File: src/hw/rtl/stuffed_frame_builder_core_macros.svh
// Assertion macros for the stuffed frame builder core.
// Included by RTL files that carry concurrent checks; no other dependencies.
`ifndef STUFFED_FRAME_BUILDER_CORE_MACROS_SVH
`define STUFFED_FRAME_BUILDER_CORE_MACROS_SVH

// Same-cycle implication, disabled during reset.
`define SFB_ASSERT_IMP(label, clk, rst, ante, cons) \
   label: assert property (@(posedge clk) disable iff (rst) (ante) |-> (cons)) \
      else $error("sfb same-cycle check failed");

// Next-cycle implication, disabled during reset.
`define SFB_ASSERT_NXT(label, clk, rst, ante, cons) \
   label: assert property (@(posedge clk) disable iff (rst) (ante) |=> (cons)) \
      else $error("sfb next-cycle check failed");

`endif

File: src/hw/rtl/sfb_pkg.sv
// Package for the stuffed frame builder: register indexes, reset values,
// emit phase codes and shared types. No dependencies.
`default_nettype none

package sfb_pkg;

   typedef logic [7:0] byte_type;
   typedef logic [1:0] csr_index_type;
   typedef logic [3:0] phase_type;

   localparam csr_index_type REG_FLAG    = 2'd0;
   localparam csr_index_type REG_ESCAPE  = 2'd1;
   localparam csr_index_type REG_MASK    = 2'd2;
   localparam csr_index_type REG_ADDRESS = 2'd3;

   localparam byte_type FLAG_RESET    = 8'd126;
   localparam byte_type ESCAPE_RESET  = 8'd125;
   localparam byte_type MASK_RESET    = 8'd32;
   localparam byte_type ADDRESS_RESET = 8'd3;

   localparam int unsigned SEQ_SHIFT = 5;

   localparam phase_type PH_HDR_FLAG = 4'd0;
   localparam phase_type PH_HDR_ADDR = 4'd1;
   localparam phase_type PH_HDR_CTRL = 4'd2;
   localparam phase_type PH_HDR_BCC  = 4'd3;
   localparam phase_type PH_DATA     = 4'd4;
   localparam phase_type PH_DATA_X   = 4'd5;
   localparam phase_type PH_CHK      = 4'd6;
   localparam phase_type PH_CHK_X    = 4'd7;
   localparam phase_type PH_FLAG     = 4'd8;

endpackage

`default_nettype wire

File: src/hw/rtl/stuffed_frame_builder_core.sv
// Stuffed frame builder core: header, byte stuffing, XOR check byte, closing flag.
// Uses sfb_pkg and stuffed_frame_builder_core_macros.svh.
// Accept registers the item; its first beat then moves to the output register when it is free.
// Throughput: one beat per cycle while the output is not stalled; an item has 1 to 9 beats
// through the one-byte output register; the next item enters as its last beat moves.
// Reset (synchronous, active high) loads default registers and clears the check.
`default_nettype none
`include "stuffed_frame_builder_core_macros.svh"

module stuffed_frame_builder_core (
   input  wire logic                   clock,
   input  wire logic                   reset,
   input  wire logic                   req_valid,
   output      logic                   req_stall,
   input  wire logic                   req_cmd,
   input  wire logic [7:0]             req_payload_byte,
   input  wire logic                   req_first_byte,
   input  wire logic                   req_last_byte,
   input  wire logic                   req_seq_bit,
   output      logic                   rsp_valid,
   input  wire logic                   rsp_stall,
   output      logic [7:0]             rsp_out_byte,
   output      logic                   rsp_run_last,
   output      logic                   rsp_frame_end,
   input  wire logic                   csr_valid,
   output      logic                   csr_ready,
   input  wire sfb_pkg::csr_index_type csr_index,
   input  wire logic [7:0]             csr_wdata
);
   import sfb_pkg::*;

   byte_type flag_ff, escape_ff, mask_ff, address_ff;
   byte_type check_accum_ff, check_accum_in;

   logic      item_valid_ff, item_valid_in;
   phase_type phase_ff, phase_in;
   logic      has_hdr_ff, has_data_ff, has_tail_ff, seq_ff;
   logic      data_esc_ff, chk_esc_ff;
   byte_type  data_ff, chk_ff;

   logic      rsp_valid_ff, rsp_valid_in;
   byte_type  rsp_byte_ff, rsp_byte_in;
   logic      rsp_last_ff, rsp_end_ff;

   logic      req_accept, out_free, move, last_phase;
   logic      acc_hdr, acc_data, acc_tail;
   byte_type  acc_data_byte, acc_chk, ctrl_byte;
   phase_type start_phase, next_phase;

   assign csr_ready = 1'b1;

   // Item decode at accept
   always_comb begin
      acc_hdr       = req_cmd | req_first_byte;
      acc_data      = ~req_cmd;
      acc_tail      = req_cmd | req_last_byte;
      acc_data_byte = req_payload_byte;
      if (req_cmd) begin
         acc_chk = '0;
      end else if (req_first_byte) begin
         acc_chk = req_payload_byte;
      end else begin
         acc_chk = check_accum_ff ^ req_payload_byte;
      end
      if (acc_hdr) begin
         start_phase = PH_HDR_FLAG;
      end else begin
         start_phase = PH_DATA;
      end
      check_accum_in = acc_tail ? '0 : acc_chk;
   end

   assign ctrl_byte = byte_type'({7'd0, seq_ff} << SEQ_SHIFT);

   // Phase sequencing and byte selection
   always_comb begin
      next_phase  = PH_FLAG;
      last_phase  = 1'b0;
      rsp_byte_in = flag_ff;
      unique case (phase_ff)
         PH_HDR_FLAG: begin
            rsp_byte_in = flag_ff;
            next_phase  = PH_HDR_ADDR;
         end
         PH_HDR_ADDR: begin
            rsp_byte_in = address_ff;
            next_phase  = PH_HDR_CTRL;
         end
         PH_HDR_CTRL: begin
            rsp_byte_in = ctrl_byte;
            next_phase  = PH_HDR_BCC;
         end
         PH_HDR_BCC: begin
            rsp_byte_in = address_ff ^ ctrl_byte;
            next_phase  = has_data_ff ? PH_DATA : PH_CHK;
         end
         PH_DATA: begin
            rsp_byte_in = data_esc_ff ? escape_ff : data_ff;
            next_phase  = data_esc_ff ? PH_DATA_X : PH_CHK;
            last_phase  = ~data_esc_ff & ~has_tail_ff;
         end
         PH_DATA_X: begin
            rsp_byte_in = data_ff ^ mask_ff;
            next_phase  = PH_CHK;
            last_phase  = ~has_tail_ff;
         end
         PH_CHK: begin
            rsp_byte_in = chk_esc_ff ? escape_ff : chk_ff;
            next_phase  = chk_esc_ff ? PH_CHK_X : PH_FLAG;
         end
         PH_CHK_X: begin
            rsp_byte_in = chk_ff ^ mask_ff;
            next_phase  = PH_FLAG;
         end
         PH_FLAG: begin
            rsp_byte_in = flag_ff;
            last_phase  = 1'b1;
         end
         default: begin
            rsp_byte_in = flag_ff;
            last_phase  = 1'b1;
         end
      endcase
   end

   assign out_free   = ~rsp_valid_ff | ~rsp_stall;
   assign move       = item_valid_ff & out_free;
   assign req_stall  = item_valid_ff & ~(move & last_phase);
   assign req_accept = req_valid & ~req_stall;

   always_comb begin
      item_valid_in = item_valid_ff;
      phase_in      = phase_ff;
      if (move & ~last_phase) begin
         phase_in = next_phase;
      end
      if (req_accept) begin
         item_valid_in = 1'b1;
         phase_in      = start_phase;
      end else if (move & last_phase) begin
         item_valid_in = 1'b0;
      end
      rsp_valid_in = rsp_valid_ff;
      if (move) begin
         rsp_valid_in = 1'b1;
      end else if (~rsp_stall) begin
         rsp_valid_in = 1'b0;
      end
   end

   always_ff @(posedge clock) begin
      if (reset) begin
         flag_ff        <= FLAG_RESET;
         escape_ff      <= ESCAPE_RESET;
         mask_ff        <= MASK_RESET;
         address_ff     <= ADDRESS_RESET;
         check_accum_ff <= '0;
         item_valid_ff  <= 1'b0;
         phase_ff       <= PH_HDR_FLAG;
         rsp_valid_ff   <= 1'b0;
      end else begin
         if (csr_valid & csr_ready) begin
            unique case (csr_index)
               REG_FLAG:    flag_ff    <= csr_wdata;
               REG_ESCAPE:  escape_ff  <= csr_wdata;
               REG_MASK:    mask_ff    <= csr_wdata;
               REG_ADDRESS: address_ff <= csr_wdata;
               default: ;
            endcase
         end
         if (req_accept) begin
            check_accum_ff <= check_accum_in;
         end
         item_valid_ff <= item_valid_in;
         phase_ff      <= phase_in;
         rsp_valid_ff  <= rsp_valid_in;
      end
   end

   // Item payload and output beat registers, no reset
   always_ff @(posedge clock) begin
      if (req_accept) begin
         has_hdr_ff  <= acc_hdr;
         has_data_ff <= acc_data;
         has_tail_ff <= acc_tail;
         seq_ff      <= req_seq_bit;
         data_ff     <= acc_data_byte;
         chk_ff      <= acc_chk;
         data_esc_ff <= (acc_data_byte == flag_ff) | (acc_data_byte == escape_ff);
         chk_esc_ff  <= (acc_chk == flag_ff) | (acc_chk == escape_ff);
      end
      if (move) begin
         rsp_byte_ff <= rsp_byte_in;
         rsp_last_ff <= last_phase;
         rsp_end_ff  <= (phase_ff == PH_FLAG);
      end
   end

   assign rsp_valid     = rsp_valid_ff;
   assign rsp_out_byte  = rsp_byte_ff;
   assign rsp_run_last  = rsp_last_ff;
   assign rsp_frame_end = rsp_end_ff;

   // Header phases only run for items that carry a header
   logic hdr_phase;
   assign hdr_phase = (phase_ff == PH_HDR_FLAG) || (phase_ff == PH_HDR_ADDR) ||
                      (phase_ff == PH_HDR_CTRL) || (phase_ff == PH_HDR_BCC);

   `SFB_ASSERT_IMP(a_end_is_flag, clock, reset, rsp_valid_ff && rsp_end_ff,
      rsp_byte_ff == flag_ff && rsp_last_ff)
   `SFB_ASSERT_NXT(a_check_cleared, clock, reset,
      req_accept && (req_cmd || req_last_byte), check_accum_ff == '0)
   `SFB_ASSERT_NXT(a_item_holds, clock, reset, item_valid_ff && !move,
      item_valid_ff && phase_ff == $past(phase_ff))
   `SFB_ASSERT_IMP(a_hdr_owned, clock, reset, item_valid_ff && hdr_phase, has_hdr_ff)

endmodule

`default_nettype wire

File: config.mk
export PLATFORM = sky130hd
export DESIGN_NAME = stuffed_frame_builder_core
export DESIGN_NICKNAME = d
export VERILOG_FILES = /design/src/hw/rtl/sfb_pkg.sv /design/src/hw/rtl/stuffed_frame_builder_core.sv
export VERILOG_INCLUDE_DIRS = /design/src /design/src/hw/rtl
export SDC_FILE = /design/constraint.sdc
export NUM_CORES = 1
export LEC_CHECK = 0
export BUFFER_PORTS_ARGS = -buffer_cell sky130_fd_sc_hd__clkbuf_2
export CAP_MARGIN = 5
export CORE_ASPECT_RATIO = 1.1
export CORE_MARGIN = 2
export CORE_UTILIZATION = 55
export CTS_BUF_LIST = sky130_fd_sc_hd__clkbuf_16
export CTS_CLUSTER_SIZE = 8
export DETAILED_ROUTE_END_ITERATION = 16
export HOLD_SLACK_MARGIN = 0.12
export PLACE_DENSITY = 0.72
export SLEW_MARGIN = 20
export SYNTH_ARGS = -nofsm -noshare
export SYNTH_HDL_FRONTEND = slang
export SYNTH_SLANG_ARGS = --single-unit
File: constraint.sdc
create_clock -name clock -period 2.1 [get_ports clock]
set_input_delay 0.105 -clock clock [delete_from_list [all_inputs] [get_ports clock]]
set_output_delay 0.105 -clock clock [all_outputs]
set_load 0.01 [all_outputs]
# After elaboration in Yosys (flattened, before gate mapping)
# Cells that the tools add are included.
word_totals:
  register_bits: 77
  input_bits: 27
  output_inout_bits: 13
  elab_cells: 84
op_classes:
  eq_ne: 16
  n_mux: 18
  bitwise_logic: 23
  reduce_logical: 9
op_table:
  columns: ["operator", "count"]
  rows:
  - ["one-hot mux 8 bit (7 select lines)", 1]
  - ["2-to-1 mux 8 bit", 5]
  - ["equality test 8 bit", 4]
  - ["one-hot mux 4 bit (7 select lines)", 1]
  - ["XOR 8 bit", 3]
  - ["equality test 4 x 3 -> 1 bit, second input constant", 4]
  - ["2-to-1 mux 4 bit", 3]
  - ["equality test 4 x 2 -> 1 bit, second input constant", 2]
  - ["inverter 1 bit", 8]
  - ["AND reduction 2 bit", 4]
  - ["XOR 8 x 6 -> 8 bit", 1]
  - ["AND 1 bit", 6]
  - ["OR reduction 6 bit", 1]
  - ["bitwise OR 1 bit", 5]
  - ["equality test 2 bit, second input constant", 2]
  - ["equality test 4 x 1 -> 1 bit, second input constant", 1]
  - ["equality test 4 bit, second input constant", 1]
  - ["logical NOT 4 bit", 1]
  - ["2-to-1 mux 1 bit", 4]
  - ["2-to-1 mux 2 bit", 2]
  - ["nonzero test 2 bit", 2]
  - ["2-to-1 mux 3 bit", 1]
  - ["one-hot mux 1 bit (3 select lines)", 1]
  - ["equality test 2 x 1 -> 1 bit, second input constant", 1]
  - ["other kinds (2)", 2]

# Depth between registers and ports, before layout
# Gate-level depths: netlist of run 1.
depth:
  word_depth: 9
  ltp_mapped: 8
  ltp_nobuf: 7

# Worst setup path after synthesis of run 1
# Ideal clock, no wire load.
synth_path:
  kind: "register to register"
  startpoint: "register phase_ff[3]"
  endpoint: "register chk_esc_ff, enable pin"
  setup_ps: 379
  t_arrival_ps: 1486
  required_time_ps: 1721
  setup_slack_ps: 234
  stages_incl_launch_ff: 6
  path_buffers: 1
  synth_period_minus_slack_ps: 1866
  cell_sequence: "dfxtp_1 -> clkbuf_1 -> a21oi_1 -> o21ai_1 -> nand2_1 -> inv_1"
synth_via:
  elab_chain_cells: 8
  elab_cells_between_ends: 15
  classes_between: "eq/ne (7); mux (1); bitwise (5); reduce/logical (2)"
synth_lines:
  columns: ["item", "line", "rtl"]
  rows:
  - ["start, declared", "stuffed_frame_builder_core.sv:36", "phase_type phase_ff, phase_in;"]
  - ["start signal, assigned", "stuffed_frame_builder_core.sv:175", "phase_ff <= phase_in;"]
  - ["equality test 4 x 1 -> 1 bit (tied with other cells)", "stuffed_frame_builder_core.sv:80", "unique case (phase_ff)"]
  - ["OR reduction 6 bit (no line)", null, null]
  - ["one-hot mux 1 bit (3 select lines) (*)", "stuffed_frame_builder_core.sv:80", null]
  - ["AND 1 bit (*)", "stuffed_frame_builder_core.sv:128", "assign req_stall = item_valid_ff & ~(move & last_phase);"]
  - ["inverter 1 bit (*)", "stuffed_frame_builder_core.sv:128", null]
  - ["AND 1 bit (*)", "stuffed_frame_builder_core.sv:128", null]
  - ["inverter 1 bit (*)", "stuffed_frame_builder_core.sv:129", "assign req_accept = req_valid & ~req_stall;"]
  - ["AND 1 bit (*)", "stuffed_frame_builder_core.sv:129", null]
  - ["end signal, assigned", "stuffed_frame_builder_core.sv:190", "chk_esc_ff <= (acc_chk == flag_ff) | (acc_chk == escape_ff);"]
  - ["end, declared", "stuffed_frame_builder_core.sv:38", "logic data_esc_ff, chk_esc_ff;"]
# Every way passes the cells marked *; elsewhere a longest branch is shown, timed or not.
# A chain may end at the register's enable or synchronous reset.

# Worst setup path in the final report of run 1
layout_path:
  startpoint: "input port req_payload_byte[4]"
  endpoint: "register chk_esc_ff, data pin"
layout_via:
  elab_chain_cells: 5
  elab_cells_between_ends: 6
  classes_between: "eq/ne (2); mux (2); bitwise (2)"
layout_lines:
  columns: ["item", "line", "rtl"]
  rows:
  - ["start, declared", "stuffed_frame_builder_core.sv:16", "input wire logic [7:0] req_payload_byte,"]
  - ["XOR 8 bit", "stuffed_frame_builder_core.sv:63", "acc_chk = check_accum_ff ^ req_payload_byte;"]
  - ["2-to-1 mux 8 bit (*)", "stuffed_frame_builder_core.sv:60", "end else if (req_first_byte) begin"]
  - ["2-to-1 mux 8 bit (*)", "stuffed_frame_builder_core.sv:58", "if (req_cmd) begin"]
  - ["net acc_chk[4]", "stuffed_frame_builder_core.sv:47", "byte_type acc_data_byte, acc_chk, ctrl_byte;"]
  - ["equality test 8 bit", "stuffed_frame_builder_core.sv:190", null]
  - ["bitwise OR 1 bit (*)", "stuffed_frame_builder_core.sv:190", null]
# The timed path passes the listed nets; every way through them passes the cells marked *.

==> results of run 1 <==
[stage by stage]
stage / total power, mW / worst slack [ps] / std cells / cell area, um^2 / utilization [%]
6_report: 3.69 / 119 / 578 / 4720 / 67.8
5_1_grt: 3.85 / 2.62 / 578 / 4720 / 67.8
4_1_cts: 3.70 / 63.0 / 579 / 4720 / 67.7
3_5_place_dp: 2.22 / 34.9 / 544 / 4240 / 60.8
3_3_place_gp: 2.21 / 169 / 544 / 4240 / 60.8
2_1_floorplan: 2.04 / 234 / 430 / 3930 / -
[per-layer routing]
metal | GRT usage (%) | vias to the layer above
li1 | - | 1600
met1 | 35.1 | 1507
met2 | 42.2 | 119
met3 | 6.68 | 26
met4 | 10.8 | 0
met5 | 0 | -
[layout make-up]
class                           count  share of cell area, %
Clock buffer                       10                   5.30
Sequential cell                    77                   39.2
Timing Repair Buffer               69                   10.3
Clock inverter                      6                  0.768
Inverter                           14                   1.11
Multi-Input combinational cell    317                   41.1
Tap cell                           85                   2.25
[state kept, by name, summed over array words and instances (netlist names), 4 cells and up]
name            count
chk_ff              8
escape_ff           8
check_accum_ff      8
rsp_out_byte        8
data_ff             8
flag_ff             8
phase_ff            4
mask_ff             8
address_ff          8
[cells by family after synthesis]
group / Yosys count / share of synthesized area [%]
XOR/XNOR: 42 / 9.75
AND/OR/NAND/NOR: 178 / 22.2
flip-flops: 77 / 47.1
AO/OA/AOI/OAI: 77 / 12.2
other: 1 / 0.0955
multiplexers: 19 / 4.84
buffers and inverters: 36 / 3.82
[worst min-delay path by stage]
stage | from | end | slack (ps) | cells past startpoint
floorplan | req_payload_byte[0] | data_ff[0] | 200 | 0
global placement | req_seq_bit | seq_ff | 300 | 1
detailed placement | req_seq_bit | seq_ff | 300 | 1
CTS | req_last_byte | has_tail_ff | 170 | 2
global route | req_last_byte | has_tail_ff | 170 | 2
finish | req_last_byte | has_tail_ff | 170 | 2
[placed cells by master (no fill, tap or decap), types with 6 or more instances in the layout]
| master | netlist | final |
|---|---|---|
| nand2_1 | 79 | 78 |
| dfxtp_1 | 46 | 46 |
| xnor2_1 | 38 | 38 |
| clkbuf_2 | 0 | 37 |
| a21oi_1 | 35 | 35 |
| nor2_1 | 32 | 32 |
| edfxtp_1 | 31 | 31 |
| dlygate4sd3_1 | 0 | 19 |
| mux2i_1 | 19 | 18 |
| nor2b_1 | 14 | 14 |
| inv_1 | 12 | 13 |
| nand3b_1 | 12 | 12 |
| buf_4 | 2 | 12 |
| a211oi_1 | 10 | 10 |
| clkbuf_16 | 0 | 10 |
| a22oi_1 | 8 | 8 |
| a31oi_1 | 8 | 8 |
| nand4_1 | 7 | 7 |
| a211o_1 | 6 | 6 |
[power groups by stage]
| stage | combinational, mW | sequential [mW] | clock, mW |
|---|---|---|---|
| after floorplan | 0.315 | 1.73 | 0 |
| after global placement | 0.473 | 1.74 | 0 |
| after detailed placement | 0.484 | 1.74 | 0 |
| after CTS | 0.516 | 1.71 | 1.47 |
| after global routing | 0.574 | 1.71 | 1.56 |
| final | 0.521 | 1.71 | 1.46 |
[critical path, cell delays in order]
cell and delay, ps:
dlygate4sd3_1 530, clkbuf_2 170, and2b_4 180, mux2i_1 170, inv_1 140, xnor2_2 160
nand4_1 100, or4_1 520, o21ai_1 100
[repair_timing]
action,4_1_cts,5_1_grt
hold endpoints to repair,41,0
hold buffers,19,0
setup endpoints to repair,1,23
gates resized for setup,1,5
==> impl_metrics.yaml, run 1 <==
run_status:
  status: "finished, final reports clean"
yosys:
  async_flop_share_pct: 0
  syn_area_um2: 3930
  synth_top_cell_by_area: "edfxtp_1"
  synthFlopType: "dfxtp_1"
  avgSynthCellArea_um2: 9.13
  yosys_register_bits: 77
  synth_cells: 430
  synth_edf_count: 31
  synth_nets: 457
  yosysMostFrequentCell: "nand2_1"
  ys_seq_area_share_pct: 47.1
  yosys-top-cells-count: "nand2_1, dfxtp_1, xnor2_1"
  ys_warn_count: 0
  yosysUniqueCellTypes: 44
  synth_area_leaders: "edfxtp_1, dfxtp_1, xnor2_1"
  synth_top_area_share_pct: 23.7
clock_network:
  h-tree-depth: 3
  clk_latency_ps: 330
  clkSinkCount: 77
  cts-buffers-inserted: 9
  clockBufferDepth: 2
  root_buffer: "clkbuf_16"
  path_clk_slew_ps: 60
  cts_tree: "done"
  postCtsSetupBuffers: 0
sta:
  finalHoldViolations: 0
  totalNegativeSetupSlack_ps: 0
  slew_headroom_pct: 38.6
  fin_skew_ps: 7.46
  hold_slack_ps: 170
  setup_viol: 0
  rsz0062_at_grt: "no"
  worstMarginPinSlew_ps: 921
  max_freq_ghz: 0.505
  maxSlewViolCount: 0
  fin_crit_ps: 1980
  post-route-period-util_pct: 94.3
floorplan:
  die_w_um: 84.6
  initial_core_util_pct: 56.4
  die-area_um2: 7830
  num_io_pins: 40
  fp.coreArea_um2: 6970
  die_h_um: 92.6
  rows: 32
detailed_routing:
  drt_pass1_iterations: 4
  drt_iter0_drc: 307
  wire_per_inst_um: 16.9
  ant_nets: 0
  wl_mm: 9.80
  wl_met1_mm: 4.20
  drc_errors: 0
  vias_per_cell: 5.63
  top_layer: "met4"
  wl_met3_um: 737
  vias: 3252
  dr_wl_met2_mm: 4.58
setup_path:
  r2r-start: "check_accum_ff[1]"
  rrSetupSlack_ps: 190
  crit_end: "chk_esc_ff"
  required_ps: 2270
  crit_path_start: "req_payload_byte[4]"
  crit_arrival_ps: 2150
  setup.worst_path.end_class: "flop"
  reg2regPathDepth: 7
  crit_fanout: 5
  r2r_end: "chk_esc_ff"
  start_kind: "input pin"
  critical_path_class: "input pin to flop"
power:
  power.share.clock_pct: 39.6
  ir_drop_uv: 735
  power_frac_seq_pct: 46.3
  p_switching_mw: 0.945
  power.leakage_nw: 1.77
  power_density_nw_per_um2: 781
  power_frac_comb_pct: 14.1
  netSwitchingFraction_pct: 25.6
  internal_power_mw: 2.74
placed_design:
  dp_hpwl_mm: 7.03
  port_buffers: 38
  gp_congestion: 0.921
cells_and_area:
  drive_above_1_share_pct: 16.6
  seq_area_um2: 1850
  nets: 515
  syn_to_final_growth_pct: 20.3
  multiInputGateArea_um2: 1940
  diodes: 0
  num-fill-cells: 585
global_route:
  grt_max_degree: 47
  grt_pass1_vias: 3235
  grt_first_pass_wirelength_mm: 16.1
  overflow: 0
  antenna_found_initial: 0
  grt.total_usage_pct: 26.7
run:
  timing.max_cap.violations: 0
worst_hold_path:
  hp-class: "input pin to flop"
No activity file was read; power rests on OpenSTA's default activity.
==> run 2, diff against run 1 <==
Settings changed: ABC_AREA from default to 1.
==> run 2 against run 1 <==
  * Setup slack better by 140 ps
  * Largest cell class unchanged
  * Largest power group unchanged
  * Synthesized cell count is 31% higher
  * Highest routed layer unchanged
  * Sequential share of layout area is 1.2 points lower
  * Maximum frequency is 7.9% higher
  * Die area is 3.7% higher
==> impl_metrics.yaml, run 2 <==
run_status:
  status: "finished, final reports clean"
yosys:
  ys_seq_area_share_pct: 45.4
  avgSynthCellArea_um2: 7.23
  syn_area_um2: 4080
  synth_top_cell_by_area: "edfxtp_1"
  synth_edf_count: 31
  synth_cells: 564
  yosys_register_bits: 77
  ys_warn_count: 0
  yosysMostFrequentCell: "nand2_1"
  synth_top_area_share_pct: 22.8
  synthFlopType: "dfxtp_1"
  synth_area_leaders: "edfxtp_1, dfxtp_1, nand2_1"
  yosysUniqueCellTypes: 30
  synth_nets: 591
  async_flop_share_pct: 0
  yosys-top-cells-count: "nand2_1, inv_1, nand3_1"
floorplan:
  die_h_um: 94.3
  initial_core_util_pct: 57.6
  num_io_pins: 40
  fp.coreArea_um2: 7090
  die-area_um2: 8120
  die_w_um: 86.1
  rows: 32
setup_path:
  required_ps: 2000
  r2r-start: "phase_ff[2]"
  crit_chain: "inv_1 -> nor2_4 -> nand3_2 -> nand3_2 -> nand2_2 -> nand2_2 -> buf_4 -> inv_1 -> clkbuf_2"
  worstPathBufferInverterCount: 4
  cpPeakStageDelay_ps: 370
  r2r_end: "chk_ff[7]"
  cp_slowest_cell: "dfxtp_1"
  reg2regPathDepth: 8
  crit_arrival_ps: 1730
  critical_path_class: "flop to output pin"
  crit_path_start: "phase_ff[2]"
  path_depth: 9
  rrSetupSlack_ps: 290
  start_kind: "flop"
  crit_fanout: 10
  crit_family: "simple AND/OR/NAND/NOR gates"
  setup.worst_path.end_class: "output pin"
run:
  timing.max_cap.violations: 0
detailed_routing:
  drt_iter0_drc: 254
  drc_errors: 0
  vias: 3964
  vias_per_cell: 5.51
  ant_nets: 0
  drt_pass1_iterations: 5
  wire_per_inst_um: 15.3
  wl_mm: 11.0
sta:
  slew_headroom_pct: 55.9
  finalHoldViolations: 0
  totalNegativeSetupSlack_ps: 0
  fin_skew_ps: 8.81
  hold_slack_ps: 160
  setup_viol: 0
  fin_crit_ps: 1840
  max_freq_ghz: 0.545
  maxSlewViolCount: 0
  worstMarginPinSlew_ps: 657
  post-route-period-util_pct: 87.4
  rsz0062_at_grt: "no"
placed_design:
  port_buffers: 38
  gp_congestion: 0.898
  dp_hpwl_mm: 8.22
global_route:
  antenna_found_initial: 0
  overflow: 0
  grt_pass1_vias: 3583
  grt_max_degree: 33
  grt_first_pass_wirelength_mm: 17.8
  grt.total_usage_pct: 28.7
power:
  power.leakage_nw: 2.21
  power_density_nw_per_um2: 787
  ir_drop_uv: 450
worst_hold_path:
  hp-class: "input pin to flop"
  hold_depth: 4
  min_to: "mask_ff[5]"
  hold_start: "csr_index[0]"
cells_and_area:
  nets: 657
  drive_above_1_share_pct: 13.2
  post-route-util_pct: 68.8
  mostFrequentLayoutCell: "nand2_1"
  diodes: 0
  final_cell_mix: "nand2_1, inv_1, nand3_1"
  syn_to_final_growth_pct: 19.5
clock_network:
  cts_hold_buf: 20
  clockBufferDepth: 2
  path_clk_slew_ps: 60
  cts_tree: "done"
  clk_latency_ps: 330
  clkSinkCount: 77
  root_buffer: "clkbuf_16"
  cts-buffers-inserted: 9
  cts_resized: 0
  postCtsSetupBuffers: 0
  h-tree-depth: 3
[run 2: cell count changes after synthesis, sizes merged, moves of 9 or more]
cell | previous run | this run
a211oi | 10 | 0
clkbuf | 16 | 7
inv | 14 | 73
mux2i | 19 | 0
nand2 | 79 | 164
nand3 | 2 | 58
nand3b | 12 | 0
nor2 | 32 | 51
nor2b | 14 | 0
o211ai | 0 | 19
o21ai | 5 | 34
xnor2 | 40 | 1
[run 2: layer usage]
metal	track usage, %	vias to the layer above	wire length, um	share of wire [%]
li1	-	1998	-	-
met1	41.4	1782	5060	46
met2	45.0	168	4980	45
met3	4.20	16	824	7.5
met4	8.20	0	168	1.5
met5	0	-	0	0
[run 2: logic make-up (layout without fill, tap and decap cells)]
group           after synthesis  count (layout)  synth area share [%]
compound gates               96              96                  13.2
xor+xnor                      5               5                  1.07
simple gates                295             295                  31.4
flops                        77              77                  45.4
other cells                   1               1                0.0919
buf+inv                      90             161                  8.92
[run 2: area by class of cell]
type / instances / area (um^2)
Clock buffer: 9 / 225
Clock inverter: 7 / 66.3
Fill cell: 601 / 2210
Inverter: 75 / 282
Multi-Input combinational cell: 397 / 1860
Sequential cell: 77 / 1850
Tap cell: 85 / 106
Timing Repair Buffer: 70 / 480
[run 2: worst max path at each step]
stage	end
final	req_stall
after global routing	chk_ff[7]
after CTS	req_stall
after detailed placement	data_ff[3]
after global placement	data_ff[3]
after floorplan	chk_esc_ff
[run 2: through the flow]
step	instance area (um^2)	worst slack (ps)	std cells	total power [mW]
global route	4880	163	720	4.00
finish	4880	264	720	3.84
CTS	4880	278	720	3.84
global placement	4380	411	684	2.29
floorplan	4080	432	564	2.11
detailed placement	4380	319	684	2.30
[run 2: tightest hold or removal path, delay by kind of cell]
kind | cells | cell delay [ps]
AND/OR/NAND/NOR | 3 | 250
buffers and inverters | 1 | 100
[run 2: report_power, final]
| part | internal [mW] | switching (mW) | total, mW |
|---|---|---|---|
| Combinational | 0.206 | 0.368 | 0.574 |
| Clock | 0.914 | 0.613 | 1.53 |
| Sequential | 1.67 | 0.0669 | 1.74 |
| Total | 2.79 | 1.05 | 3.84 |
==> run 3, diff against run 2 <==
Settings changed: BUFFER_PORTS_ARGS -buffer_cell sky130_fd_sc_hd__clkbuf_2 to default, CORE_ASPECT_RATIO 1.1 to default, CTS_BUF_LIST sky130_fd_sc_hd__clkbuf_16 to default, DONT_BUFFER_PORTS from default to 1, PLACE_DENSITY 0.72 to 0.67.
==> run 3 against run 2 <==
  * Global-route usage fell by 0.88 points
  * Largest cell class unchanged
  * Clock-buffer cell count did not move
  * Register-to-register slack lost 180 ps
  * First-iteration DRC count fell by 6.3%
  * Routed wire length down 2.1%
  * Clock skew rose by 4.8 ps
  * Sequential cell count stayed put
  * Setup slack got worse by 160 ps
  * Critical path depth is 1 higher
  * Non-clock buffer count decreased by 34
  * Core utilization shrank 4.5 points
==> impl_metrics.yaml, run 3 (synthesis results as in run 2) <==
detailed_routing:
  vias_per_cell: 5.43
  drt_pass1_iterations: 6
  wl_mm: 10.8
  vias: 3804
  ant_nets: 0
  drc_errors: 0
  wire_per_inst_um: 15.4
  drt_iter0_drc: 238
global_route:
  antenna_found_initial: 0
  grt_pass1_vias: 3688
  grt.total_usage_pct: 27.8
  grt_first_pass_wirelength_mm: 18.0
  overflow: 0
  grt_max_degree: 33
worst_hold_path:
  hold_depth: 3
  min_to: "escape_ff[0]"
  hp-class: "input pin to flop"
  hold_start: "csr_index[1]"
run:
  timing.max_cap.violations: 0
setup_path:
  worstPathBufferInverterCount: 3
  crit_fanout: 10
  r2r_end: "item_valid_ff"
  crit_top_cell: "nand2_2"
  cp_slowest_cell: "dlygate4sd3_1"
  cpPeakStageDelay_ps: 560
  crit_chain: "inv_1 -> nor2_4 -> nand3_2 -> nand3_2 -> nand2_2 -> nand2_2 -> nand2_2 -> buf_4 -> a21oi_1 -> dlygate4sd3_1"
  rrSetupSlack_ps: 110
  setup.worst_path.end_class: "flop"
  critical_path_class: "flop to flop"
  r2r-start: "phase_ff[2]"
  required_ps: 2420
  crit_family: "buffers and inverters"
  crit_arrival_ps: 2310
  start_kind: "flop"
  reg2regPathDepth: 10
floorplan:
  fp.coreArea_um2: 7210
  num_io_pins: 40
  die-area_um2: 8120
  die_w_um: 90.1
  die_h_um: 90.1
  rows: 31
  initial_core_util_pct: 56.6
placed_design:
  dp_cells: 659
  gp_congestion: 0.950
  port_buffers: 0
  dp_hpwl_mm: 8.00
sta:
  post-route-period-util_pct: 94.9
  setup_viol: 0
  slew_headroom_pct: 65.5
  rsz0062_at_grt: "no"
  fin_skew_ps: 13.6
  finalHoldViolations: 0
  worstMarginPinSlew_ps: 515
  maxSlewViolCount: 0
  max_freq_ghz: 0.502
  totalNegativeSetupSlack_ps: 0
  fin_crit_ps: 1990
cells_and_area:
  diodes: 0
  drive_above_1_share_pct: 7.82
  mostFrequentLayoutCell: "nand2_1"
  nets: 623
  syn_to_final_growth_pct: 13.7
  final_cells: 700
  final_cell_mix: "nand2_1, inv_1, nand3_1"
clock_network:
  h-tree-depth: 3
  path_clk_slew_ps: 90
  cts_tree: "done"
  clockBufferDepth: 2
  clk_latency_ps: 360
  root_buffer: "clkbuf_8"
  cts-buffers-inserted: 9
  clkSinkCount: 77
power:
  power.leakage_nw: 2.01
  ir_drop_uv: 331
  power_density_nw_per_um2: 714
run_status:
  status: "finished, final reports clean"
## run 3: how the worst max path moves through the flow
stage	startpoint	slack, ps	depth (start not counted)	end
after floorplan	phase_ff[0]	430	9	chk_esc_ff
after global placement	phase_ff[0]	410	8	data_ff[2]
after detailed placement	phase_ff[0]	340	8	data_ff[2]
after CTS	phase_ff[0]	110	10	item_valid_ff
after global routing	phase_ff[2]	10	10	item_valid_ff
final	phase_ff[2]	110	10	item_valid_ff
## run 3: worst register-to-register path, stage by stage, from the launching register on
cell           delay [ps]
dfxtp_1               360
inv_1                 110
nor2_4                220
nand3_2               110
nand3_2               110
nand2_2                50
nand2_2                60
nand2_2                60
buf_4                 180
a21oi_1               130
dlygate4sd3_1         560
## run 3: through the flow
stage / hold WS (ps) / utilization [%] / setup WS (ps) / cell area, um^2 / power [mW]
after global placement: 177 / 58.3 / 408 / 4200 / 2.22
after detailed placement: 178 / 58.3 / 345 / 4200 / 2.23
after global routing: 141 / 64.3 / 13.6 / 4640 / 3.47
final: 145 / 64.3 / 107 / 4640 / 3.31
after CTS: 129 / 64.3 / 114 / 4640 / 3.32
after floorplan: 204 / - / 432 / 4080 / 2.11
## run 3: metal layers
| layer | global-route usage (%) | vias up | part of all wire [%] |
|---|---|---|---|
| met5 | 0 | - | 0 |
| met4 | 9.10 | 0 | 1.7 |
| met3 | 5.11 | 17 | 7.2 |
| met2 | 43.9 | 156 | 44 |
| met1 | 38.9 | 1704 | 47 |
| li1 | - | 1927 | - |
## run 3: layout make-up
class                      count  area (um^2)
fill                         679         2570
multi-input combinational    397         1860
sequential                    77         1850
timing repair buffer          36          333
inverter                      75          282
clock buffer                   9          124
tap                           99          124
clock inverter                 7         60.1
## run 3: repair_timing
| item | CTS | global route |
|---|---|---|
| setup endpoints to repair | 0 | 1 |
| hold endpoints to repair | 56 | 0 |
| hold buffers | 25 | 0 |
| buffers inserted | 0 | 0 |
| resized for setup | 0 | 1 |
## run 3: report_power, final
part           total (mW)  switching (mW)  internal [mW]
clock network        1.05           0.608          0.444
registers            1.74          0.0766           1.67
logic               0.515           0.331          0.185
